--- src/sv/gsv_pkg.sv ---
// Shared types and constants for the GSV sentence field parser.
// No dependencies.
package gsv_pkg;

   localparam logic [7:0] CHAR_COMMA = 8'h2C;
   localparam logic [7:0] CHAR_SPACE = 8'h20;
   localparam logic [7:0] CHAR_TAB   = 8'h09;
   localparam logic [7:0] CHAR_MINUS = 8'h2D;
   localparam logic [7:0] CHAR_ZERO  = 8'h30;
   localparam logic [7:0] CHAR_NINE  = 8'h39;

   localparam logic [2:0] POS_INVIEW = 3'd2;
   localparam logic [2:0] POS_ID     = 3'd3;
   localparam logic [2:0] POS_ELEV   = 3'd4;
   localparam logic [2:0] POS_AZ     = 3'd5;
   localparam logic [2:0] POS_SNR    = 3'd6;

   localparam logic [1:0] ST_OK     = 2'd0;
   localparam logic [1:0] ST_SYNTAX = 2'd1;
   localparam logic [1:0] ST_NUMBER = 2'd2;
   localparam logic [1:0] ST_FULL   = 2'd3;

   localparam logic [10:0] ACC_MAX = 11'd2047;

   // Search request handed along the cell chain.
   typedef struct packed {
      logic       active;
      logic [9:0] id;
      logic       found;
      logic       free_seen;
   } search_type;

endpackage

--- src/sv/gsv_sentence_field_parser_core.sv ---
// GSV sentence parser top level: field parsing, satellite table and result output.
// Depends on gsv_pkg and gsv_cell.
//
// A byte that closes no field, or a field that changes no record, yields no result word.
// A byte that closes a well-formed elevation, azimuth or SNR field of a selected satellite
// stores its value and yields one result word. A byte that closes a non-empty well-formed
// id field walks the search word through the MAX_SATS table cells, one cell per cycle.
// A last byte also yields a status word. The input also waits while a result word is
// not taken, so a stalled receiver stalls the input.
module gsv_sentence_field_parser_core #(
   parameter int MAX_SATS = 32
) (
   input  logic        clock,
   input  logic        reset,
   input  logic        req_valid,
   output logic        req_ready,
   input  logic [7:0]  req_text_byte,
   input  logic        req_last_byte,
   input  logic [31:0] req_utc_time,
   output logic        rsp_valid,
   input  logic        rsp_ready,
   output logic        rsp_result_kind,
   output logic [1:0]  rsp_status,
   output logic [7:0]  rsp_sats_in_view,
   output logic [9:0]  rsp_sat_id,
   output logic [4:0]  rsp_table_slot,
   output logic signed [7:0] rsp_elevation_deg,
   output logic        rsp_elevation_ok,
   output logic [8:0]  rsp_azimuth_deg,
   output logic        rsp_azimuth_ok,
   output logic [6:0]  rsp_snr_db,
   output logic [31:0] rsp_reported_time
);
   localparam int SW = $clog2(MAX_SATS);
   localparam int CW = $clog2(MAX_SATS + 1);

   typedef enum logic [2:0] {
      S_IDLE, S_SEARCH, S_REC, S_REC_OUT, S_STAT_OUT
   } state_type;

   state_type state_ff;
   logic [2:0]  pos_ff;
   logic [10:0] acc_ff;
   logic        empty_ff, neg_ff, bad_ff;
   logic        sel_ff;
   logic [SW-1:0] slot_ff;
   logic [7:0]  view_ff;
   logic [1:0]  skip_ff;
   logic        last_ff;
   logic [31:0] utc_ff;
   logic [9:0]  sid_ff;
   logic [CW-1:0] cnt_ff;
   logic        found_ff, free_ff;
   logic [SW-1:0] fslot_ff, eslot_ff;
   logic [1:0]  st_ff;

   logic [MAX_SATS-1:0] used_ff;
   logic [9:0]  eid  [MAX_SATS];
   logic [7:0]  eel  [MAX_SATS];
   logic        eelv [MAX_SATS];
   logic [8:0]  eaz  [MAX_SATS];
   logic        eazv [MAX_SATS];
   logic [6:0]  esnr [MAX_SATS];
   logic [31:0] etim [MAX_SATS];

   // Cell chain
   gsv_pkg::search_type link [MAX_SATS+1];
   logic [MAX_SATS-1:0] hit, fhit;
   gsv_pkg::search_type head;

   assign link[0] = head;
   for (genvar g = 0; g < MAX_SATS; g++) begin : g_cell
      gsv_cell u_cell (
         .clock(clock), .reset(reset), .used(used_ff[g]), .id(eid[g]),
         .prev(link[g]), .hit(hit[g]), .free_hit(fhit[g]), .next_ff(link[g+1])
      );
   end

   // The word enters cell k when the walk counter reads k.
   logic          hit_now, fhit_now;
   logic [SW-1:0] cidx;
   always_comb begin
      head = '0;
      head.active = (state_ff == S_SEARCH) && (cnt_ff == '0);
      head.id = sid_ff;
      cidx = cnt_ff[SW-1:0];
      hit_now  = (state_ff == S_SEARCH) && hit[cidx];
      fhit_now = (state_ff == S_SEARCH) && fhit[cidx];
   end

   // Field close decode for the byte on the input.
   logic is_close, is_digit, is_ws, bad_eff, out_busy;
   logic [14:0] acc_mul;
   logic [10:0] acc_next;
   logic [10:0] v;
   always_comb begin
      is_close = (req_text_byte == gsv_pkg::CHAR_COMMA) || req_last_byte;
      is_digit = (req_text_byte >= gsv_pkg::CHAR_ZERO) && (req_text_byte <= gsv_pkg::CHAR_NINE);
      is_ws    = (req_text_byte == gsv_pkg::CHAR_SPACE) || (req_text_byte == gsv_pkg::CHAR_TAB);
      bad_eff  = bad_ff || (empty_ff && neg_ff);
      acc_mul  = {4'd0, acc_ff} * 15'd10 + {7'd0, req_text_byte - gsv_pkg::CHAR_ZERO};
      acc_next = (acc_mul > {4'd0, gsv_pkg::ACC_MAX}) ? gsv_pkg::ACC_MAX : acc_mul[10:0];
      v = acc_ff;
   end

   assign out_busy = rsp_valid && !rsp_ready;
   assign req_ready = (state_ff == S_IDLE) && !out_busy;

   // A new result word is loaded only when the output register is free or being taken.
   logic rsp_load;
   assign rsp_load = ((state_ff == S_REC) || (state_ff == S_STAT_OUT)) && !out_busy;

   logic [7:0] el_val;
   logic [6:0] v99;
   logic [8:0] v359;
   always_comb begin
      el_val = (v > 11'd90) ? 8'd90 : v[7:0];
      if (neg_ff) el_val = 8'd0 - el_val;
      v99  = (v > 11'd99) ? 7'd99 : v[6:0];
      v359 = (v > 11'd359) ? 9'd359 : v[8:0];
   end

   always_ff @(posedge clock) begin
      if (reset) begin
         state_ff <= S_IDLE;
         pos_ff <= '0; acc_ff <= '0; empty_ff <= 1'b1; neg_ff <= 1'b0; bad_ff <= 1'b0;
         sel_ff <= 1'b0; view_ff <= '0; skip_ff <= gsv_pkg::ST_OK;
         used_ff <= '0; rsp_valid <= 1'b0; cnt_ff <= '0;
      end else begin
         if (rsp_load) rsp_valid <= 1'b1;
         else if (rsp_ready) rsp_valid <= 1'b0;
         case (state_ff)
            S_IDLE: begin
               if (req_valid && req_ready) begin
                  last_ff <= req_last_byte;
                  utc_ff  <= req_utc_time;
                  if (skip_ff != gsv_pkg::ST_OK) begin
                     if (req_last_byte) begin
                        st_ff <= skip_ff;
                        state_ff <= S_STAT_OUT;
                     end
                  end else if (is_close) begin
                     acc_ff <= '0; empty_ff <= 1'b1; neg_ff <= 1'b0; bad_ff <= 1'b0;
                     st_ff <= gsv_pkg::ST_OK;
                     if (pos_ff >= gsv_pkg::POS_SNR) pos_ff <= gsv_pkg::POS_ID;
                     else pos_ff <= pos_ff + 3'd1;
                     if (pos_ff == gsv_pkg::POS_INVIEW) begin
                        if (bad_eff) begin
                           st_ff <= gsv_pkg::ST_NUMBER;
                           skip_ff <= gsv_pkg::ST_NUMBER;
                        end else if (!empty_ff) begin
                           view_ff <= (v > 11'd255) ? 8'd255 : v[7:0];
                        end
                        if (req_last_byte) state_ff <= S_STAT_OUT;
                     end else if (pos_ff == gsv_pkg::POS_ID) begin
                        sel_ff <= 1'b0;
                        if (bad_eff) begin
                           st_ff <= gsv_pkg::ST_NUMBER;
                           skip_ff <= gsv_pkg::ST_NUMBER;
                           if (req_last_byte) state_ff <= S_STAT_OUT;
                        end else if (empty_ff) begin
                           if (req_last_byte) state_ff <= S_STAT_OUT;
                        end else begin
                           sid_ff <= (v > 11'd1023) ? 10'd1023 : v[9:0];
                           cnt_ff <= '0; found_ff <= 1'b0; free_ff <= 1'b0;
                           state_ff <= S_SEARCH;
                        end
                     end else if (pos_ff >= gsv_pkg::POS_ELEV && pos_ff <= gsv_pkg::POS_SNR
                                  && sel_ff) begin
                        if (bad_eff) begin
                           st_ff <= gsv_pkg::ST_NUMBER;
                           skip_ff <= gsv_pkg::ST_NUMBER;
                           if (req_last_byte) state_ff <= S_STAT_OUT;
                        end else begin
                           if (pos_ff == gsv_pkg::POS_ELEV) begin
                              eelv[slot_ff] <= !empty_ff;
                              if (!empty_ff) eel[slot_ff] <= el_val;
                           end else if (pos_ff == gsv_pkg::POS_AZ) begin
                              eazv[slot_ff] <= !empty_ff;
                              if (!empty_ff) eaz[slot_ff] <= v359;
                           end else if (!empty_ff) begin
                              esnr[slot_ff] <= v99;
                           end
                           if (pos_ff == gsv_pkg::POS_SNR) sel_ff <= 1'b0;
                           state_ff <= S_REC;
                        end
                     end else begin
                        if (pos_ff == gsv_pkg::POS_SNR) sel_ff <= 1'b0;
                        if (req_last_byte) state_ff <= S_STAT_OUT;
                     end
                  end else if (is_ws) begin
                     skip_ff <= gsv_pkg::ST_SYNTAX;
                  end else if (is_digit) begin
                     acc_ff <= acc_next;
                     empty_ff <= 1'b0;
                  end else if (req_text_byte == gsv_pkg::CHAR_MINUS && pos_ff == gsv_pkg::POS_ELEV
                               && empty_ff && !neg_ff && !bad_ff) begin
                     neg_ff <= 1'b1;
                  end else begin
                     bad_ff <= 1'b1;
                  end
               end
            end
            S_SEARCH: begin
               if (hit_now) begin
                  found_ff <= 1'b1; fslot_ff <= cidx;
               end
               if (fhit_now) begin
                  free_ff <= 1'b1; eslot_ff <= cidx;
               end
               if (cnt_ff == CW'(MAX_SATS - 1)) begin
                  if (found_ff || hit_now) begin
                     slot_ff <= hit_now ? cidx : fslot_ff;
                     etim[hit_now ? cidx : fslot_ff] <= utc_ff;
                     sel_ff <= 1'b1;
                     state_ff <= S_REC;
                  end else if (free_ff || fhit_now) begin
                     slot_ff <= fhit_now ? cidx : eslot_ff;
                     used_ff[fhit_now ? cidx : eslot_ff] <= 1'b1;
                     eid [fhit_now ? cidx : eslot_ff] <= sid_ff;
                     eel [fhit_now ? cidx : eslot_ff] <= '0;
                     eelv[fhit_now ? cidx : eslot_ff] <= 1'b0;
                     eaz [fhit_now ? cidx : eslot_ff] <= '0;
                     eazv[fhit_now ? cidx : eslot_ff] <= 1'b0;
                     esnr[fhit_now ? cidx : eslot_ff] <= '0;
                     etim[fhit_now ? cidx : eslot_ff] <= utc_ff;
                     sel_ff <= 1'b1;
                     state_ff <= S_REC;
                  end else begin
                     st_ff <= gsv_pkg::ST_FULL;
                     skip_ff <= gsv_pkg::ST_FULL;
                     state_ff <= last_ff ? S_STAT_OUT : S_IDLE;
                  end
               end else begin
                  cnt_ff <= cnt_ff + CW'(1);
               end
            end
            S_REC: begin
               if (!out_busy) begin
                  rsp_result_kind <= 1'b0;
                  rsp_status <= gsv_pkg::ST_OK;
                  rsp_sats_in_view <= view_ff;
                  rsp_sat_id <= eid[slot_ff];
                  rsp_table_slot <= 5'(slot_ff);
                  rsp_elevation_deg <= eel[slot_ff];
                  rsp_elevation_ok <= eelv[slot_ff];
                  rsp_azimuth_deg <= eaz[slot_ff];
                  rsp_azimuth_ok <= eazv[slot_ff];
                  rsp_snr_db <= esnr[slot_ff];
                  rsp_reported_time <= etim[slot_ff];
                  state_ff <= last_ff ? S_STAT_OUT : S_IDLE;
               end
            end
            S_REC_OUT: state_ff <= S_IDLE;
            S_STAT_OUT: begin
               if (!out_busy) begin
                  rsp_result_kind <= 1'b1;
                  rsp_status <= st_ff;
                  rsp_sats_in_view <= view_ff;
                  rsp_sat_id <= '0; rsp_table_slot <= '0; rsp_elevation_deg <= '0;
                  rsp_elevation_ok <= 1'b0; rsp_azimuth_deg <= '0; rsp_azimuth_ok <= 1'b0;
                  rsp_snr_db <= '0; rsp_reported_time <= '0;
                  pos_ff <= '0; acc_ff <= '0; empty_ff <= 1'b1; neg_ff <= 1'b0;
                  bad_ff <= 1'b0; sel_ff <= 1'b0; skip_ff <= gsv_pkg::ST_OK;
                  state_ff <= S_IDLE;
               end
            end
            default: state_ff <= S_IDLE;
         endcase
      end
   end
endmodule

--- src/sv/gsv_cell.sv ---
// One table cell: tells whether its entry is used and whether it holds the id in the
// search word passing by, and passes the word on. Depends on gsv_pkg.
module gsv_cell (
   input  logic                clock,
   input  logic                reset,
   input  logic                used,
   input  logic [9:0]          id,
   input  gsv_pkg::search_type prev,
   output logic                hit,
   output logic                free_hit,
   output gsv_pkg::search_type next_ff
);
   gsv_pkg::search_type next_in;

   always_comb begin
      hit      = prev.active && !prev.found && used && (id == prev.id);
      free_hit = prev.active && !prev.free_seen && !used;
      next_in  = prev;
      next_in.found     = prev.found || hit;
      next_in.free_seen = prev.free_seen || !used;
   end

   always_ff @(posedge clock) begin
      if (reset) begin
         next_ff <= '0;
      end else begin
         next_ff <= next_in;
      end
   end
endmodule
--- config.mk ---
export PLATFORM = sky130hd
export DESIGN_NAME = gsv_sentence_field_parser_core
export DESIGN_NICKNAME = d
export VERILOG_FILES = /design/src/sv/gsv_pkg.sv /design/src/sv/gsv_sentence_field_parser_core.sv /design/src/sv/gsv_cell.sv
export SDC_FILE = /design/constraint.sdc
export NUM_CORES = 2
export LEC_CHECK = 0
export BUFFER_PORTS_ARGS = -buffer_cell sky130_fd_sc_hd__clkbuf_2
export CAP_MARGIN = 40
export CORE_MARGIN = 2
export CORE_UTILIZATION = 51
export CTS_CLUSTER_SIZE = 28
export DETAILED_ROUTE_END_ITERATION = 8
export PLACE_DENSITY = 0.76
export SKIP_CTS_REPAIR_TIMING = 1
export SLEW_MARGIN = 10
export SYNTH_ARGS = -nofsm -noshare
export SYNTH_HDL_FRONTEND = slang
export SYNTH_SLANG_ARGS = --single-unit
--- constraint.sdc ---
create_clock -name clock -period 6.58 [get_ports clock]
set_input_delay 0.987 -clock clock [delete_from_list [all_inputs] [get_ports clock]]
set_output_delay 0.987 -clock clock [all_outputs]
set_load 0.1 [all_outputs]
==> results.toml <==
[route]
drcViolationCount = 8
wl_mm = 269
via_count = 56936
viasPerCell = 6.20
ant_nets = 0
drt_iter0_drc = 7361
drtPass1Iterations = 9
wl_per_cell_um = 29.3

[layout]
nets = 6230
final_cell_mix = "edfxtp_1 (2322), mux4_2 (681), dfxtp_1 (472)"
drive_gt1_share_pct = 24.9
syn2layout_area_growth_pct = 13.8
fillers = 14823
mostFrequentLayoutCell = "edfxtp_1"

[global_routing]
overflow = 0
grt_max_degree = 107
globalRouteTotalUtil_pct = 24.9
grt_pass1_vias = 58195
grt_pass1_wl_mm = 397
antenna_found_initial = 5

[floorplan]
pin_count = 131
row_count = 169
die_h_um = 466
fp.dieW_um = 466
design.die.area_um2 = 217000
start_util_pct = 51.3
core-area_um2 = 212000

[timing]
slew_headroom_pct = 33.7
maxSlewViolCount = 0
tightestPinTransition_ps = 994
achievable-frequency_mhz = 168
rsz0062_at_grt = "false"
fin_setup_tns_ps = 0
finalCritPeriodShare_pct = 90.4
hold_viol = 0
finalSetupViolations = 0
skew_ps = 79.1
period_needed_ps = 5950

[critical_path]
critPathKind = "flip-flop to flip-flop"
cp-endpoint = "etim[29][22]"
required_ps = 7120
slowest_stage = "dfxtp_2"
cp_max_fo = 42
arrival_ps = 6480
cp_num_buf_inv = 1
r2r_end = "etim[29][22]"
crit_cells = 11
rr_worst_depth = 11
cpPeakStageDelay_ps = 980
timing.rr.start = "cnt_ff[0]"
crit_start = "cnt_ff[0]"
cp_top_family = "simple AND/OR/NAND/NOR gates"
endpoint_kind = "flip-flop"
startpoint_type = "flip-flop"
regToRegSetupSlack_ps = 630
path_cells = "nand4_1, nor4_1, a31oi_1, o21ai_0, nor2_1, or4_1, and3_2, mux2i_4, nand3_2, nor3_2, buf_4"

[run]
maxCapViolCount = 0

[pwr]
pwr-share-comb_pct = 2.8
switching_share_pct = 20.5
power_switching_mw = 7.50
power_mw = 36.5
power_frac_seq_pct = 53.4
p_int_mw = 29.0
power_density_nw_per_um2 = 295
leakage_nw = 41.1
clkPwrFrac_pct = 43.9
vdd_drop_max_mv = 0.261

[min_path]
min_path_cells = 1
hp-class = "input port to flip-flop"

[yosys]
synthArstFlopShare_pct = 0
syn-cell-area_um2 = 109000
synth_edf_count = 2322
yosys_warnings = 0
synth_seq_cells = 2800
ys_types = 81
seq_area_frac_synth_pct = 72.9
synth_fp_nets = 5865
netlist_instances = 5782
yosys_most_used_dff = "edfxtp_1"
syn_avg_cell_area_um2 = 18.8

[cts]
cts_made_buffers = 292
cts.htree.levels = 5
clock_path_buffers = 4
cts_tree = "yes"
cts_root_buffer = "clkbuf_16"
path_clk_slew_ps = 60
clkLatencyLatePin_ps = 950
cts_sinks = 2800

[placed_design]
portBuffers = 130
hpwl_mm = 160
gp_congestion = 0.929

[run_status]
status = "finished with violations"
violations = "design-rule violations"
## routing by layer
| layer | part of all wire, % | vias to the layer above | GRT usage [%] |
|---|---|---|---|
| met4 | 3.8 | 4 | 9.16 |
| met2 | 49 | 3433 | 40.2 |
| li1 | - | 23509 | - |
| met1 | 38 | 29433 | 34.2 |
| met3 | 9.6 | 557 | 4.33 |
| met5 | 0.010 | - | 0 |
## area by class of cell
class,instances,area (um2),area share (%)
Clock inverter,130,1290,1.04
Tap cell,2821,3530,2.85
Timing Repair Buffer,360,3110,2.51
Antenna cell,4,10.0,0.00809
Clock buffer,376,7890,6.38
Multi-Input combinational cell,2612,28300,22.9
Sequential cell,2800,79300,64.1
Inverter,81,307,0.248
## registers in the layout, summed over array words and instances, names as in the netlist, 9 cells and up, named ones only
signal	cells
etim	1024
g_cell.u_cell.next_ff	403
eid	320
eaz	288
eel	256
esnr	224
eazv	32
eelv	32
rsp_reported_time	32
used_ff	32
utc_ff	32
acc_ff	11
rsp_sat_id	10
sid_ff	10
rsp_azimuth_deg	9
## cell families after synthesis
group | Yosys count | share of synthesized area, %
DFF | 2800 | 72.9
AOI/OAI and AO/OA | 300 | 1.89
and+or+nand+nor | 1158 | 5.66
xor gates and xnor gates | 340 | 2.74
adders and majority gates | 38 | 0.451
muxes | 776 | 15.0
buffers and inverters | 370 | 1.34
## stage by stage
stage / setup WS, ps / area, um2 / hold WS, ps / util [%] / instances
finish: 633 / 124000 / 214 / 58.4 / 9184
global route: 450 / 124000 / 187 / 58.4 / 9181
CTS: 785 / 124000 / 159 / 58.3 / 9171
detailed placement: 872 / 114000 / 422 / 53.9 / 8665
global placement: 903 / 113000 / 420 / 53.5 / 8602
floorplan: 36.1 / 109000 / 409 / - / 5782
## worst min-delay path by stage
stage / start / end / slack, ps
6_report: req_utc_time[30] / utc_ff[30] / 210
5_1_grt: req_utc_time[16] / utc_ff[16] / 190
4_1_cts: req_utc_time[30] / utc_ff[30] / 160
3_5_place_dp: view_ff[3] / rsp_sats_in_view[3] / 420
3_3_place_gp: view_ff[6] / rsp_sats_in_view[6] / 420
2_1_floorplan: view_ff[0] / rsp_sats_in_view[0] / 410
## synthesized netlist by cell type, drive strengths merged (10+ instances only)
library cell	instances	area, um2
edfxtp	2322	69700
nand4b	16	140
nand4	28	175
or2	14	87.6
nand2b	13	81.3
clkbuf	226	848
mux2	10	113
ha	36	450
nor2b	347	2170
buf	63	300
mux4	681	15300
nor2	405	1520
a21o	26	195
and2	20	128
a211oi	15	113
xor2	206	1800
a31oi	33	206
dfxtp	478	9570
xnor2	134	1170
nor4	73	515
nand3b	19	143
and3	11	68.8
o21ai	49	290
mux2i	85	883
nor3	82	425
a21oi	90	465
a221o	11	110
nand2	64	243
o22ai	15	93.8
nand3	33	185
inv	81	304
## power groups by stage
| stage | clock network (mW) | registers [mW] | logic, mW |
|---|---|---|---|
| final | 16.0 | 19.5 | 1.01 |
| after global routing | 16.8 | 19.5 | 1.08 |
| after CTS | 16.2 | 19.5 | 0.969 |
| after detailed placement | 0 | 19.9 | 0.964 |
| after global placement | 0 | 19.9 | 0.839 |
| after floorplan | 0 | 20.0 | 0.423 |
Note: power is estimated with default switching activity, not from simulation.
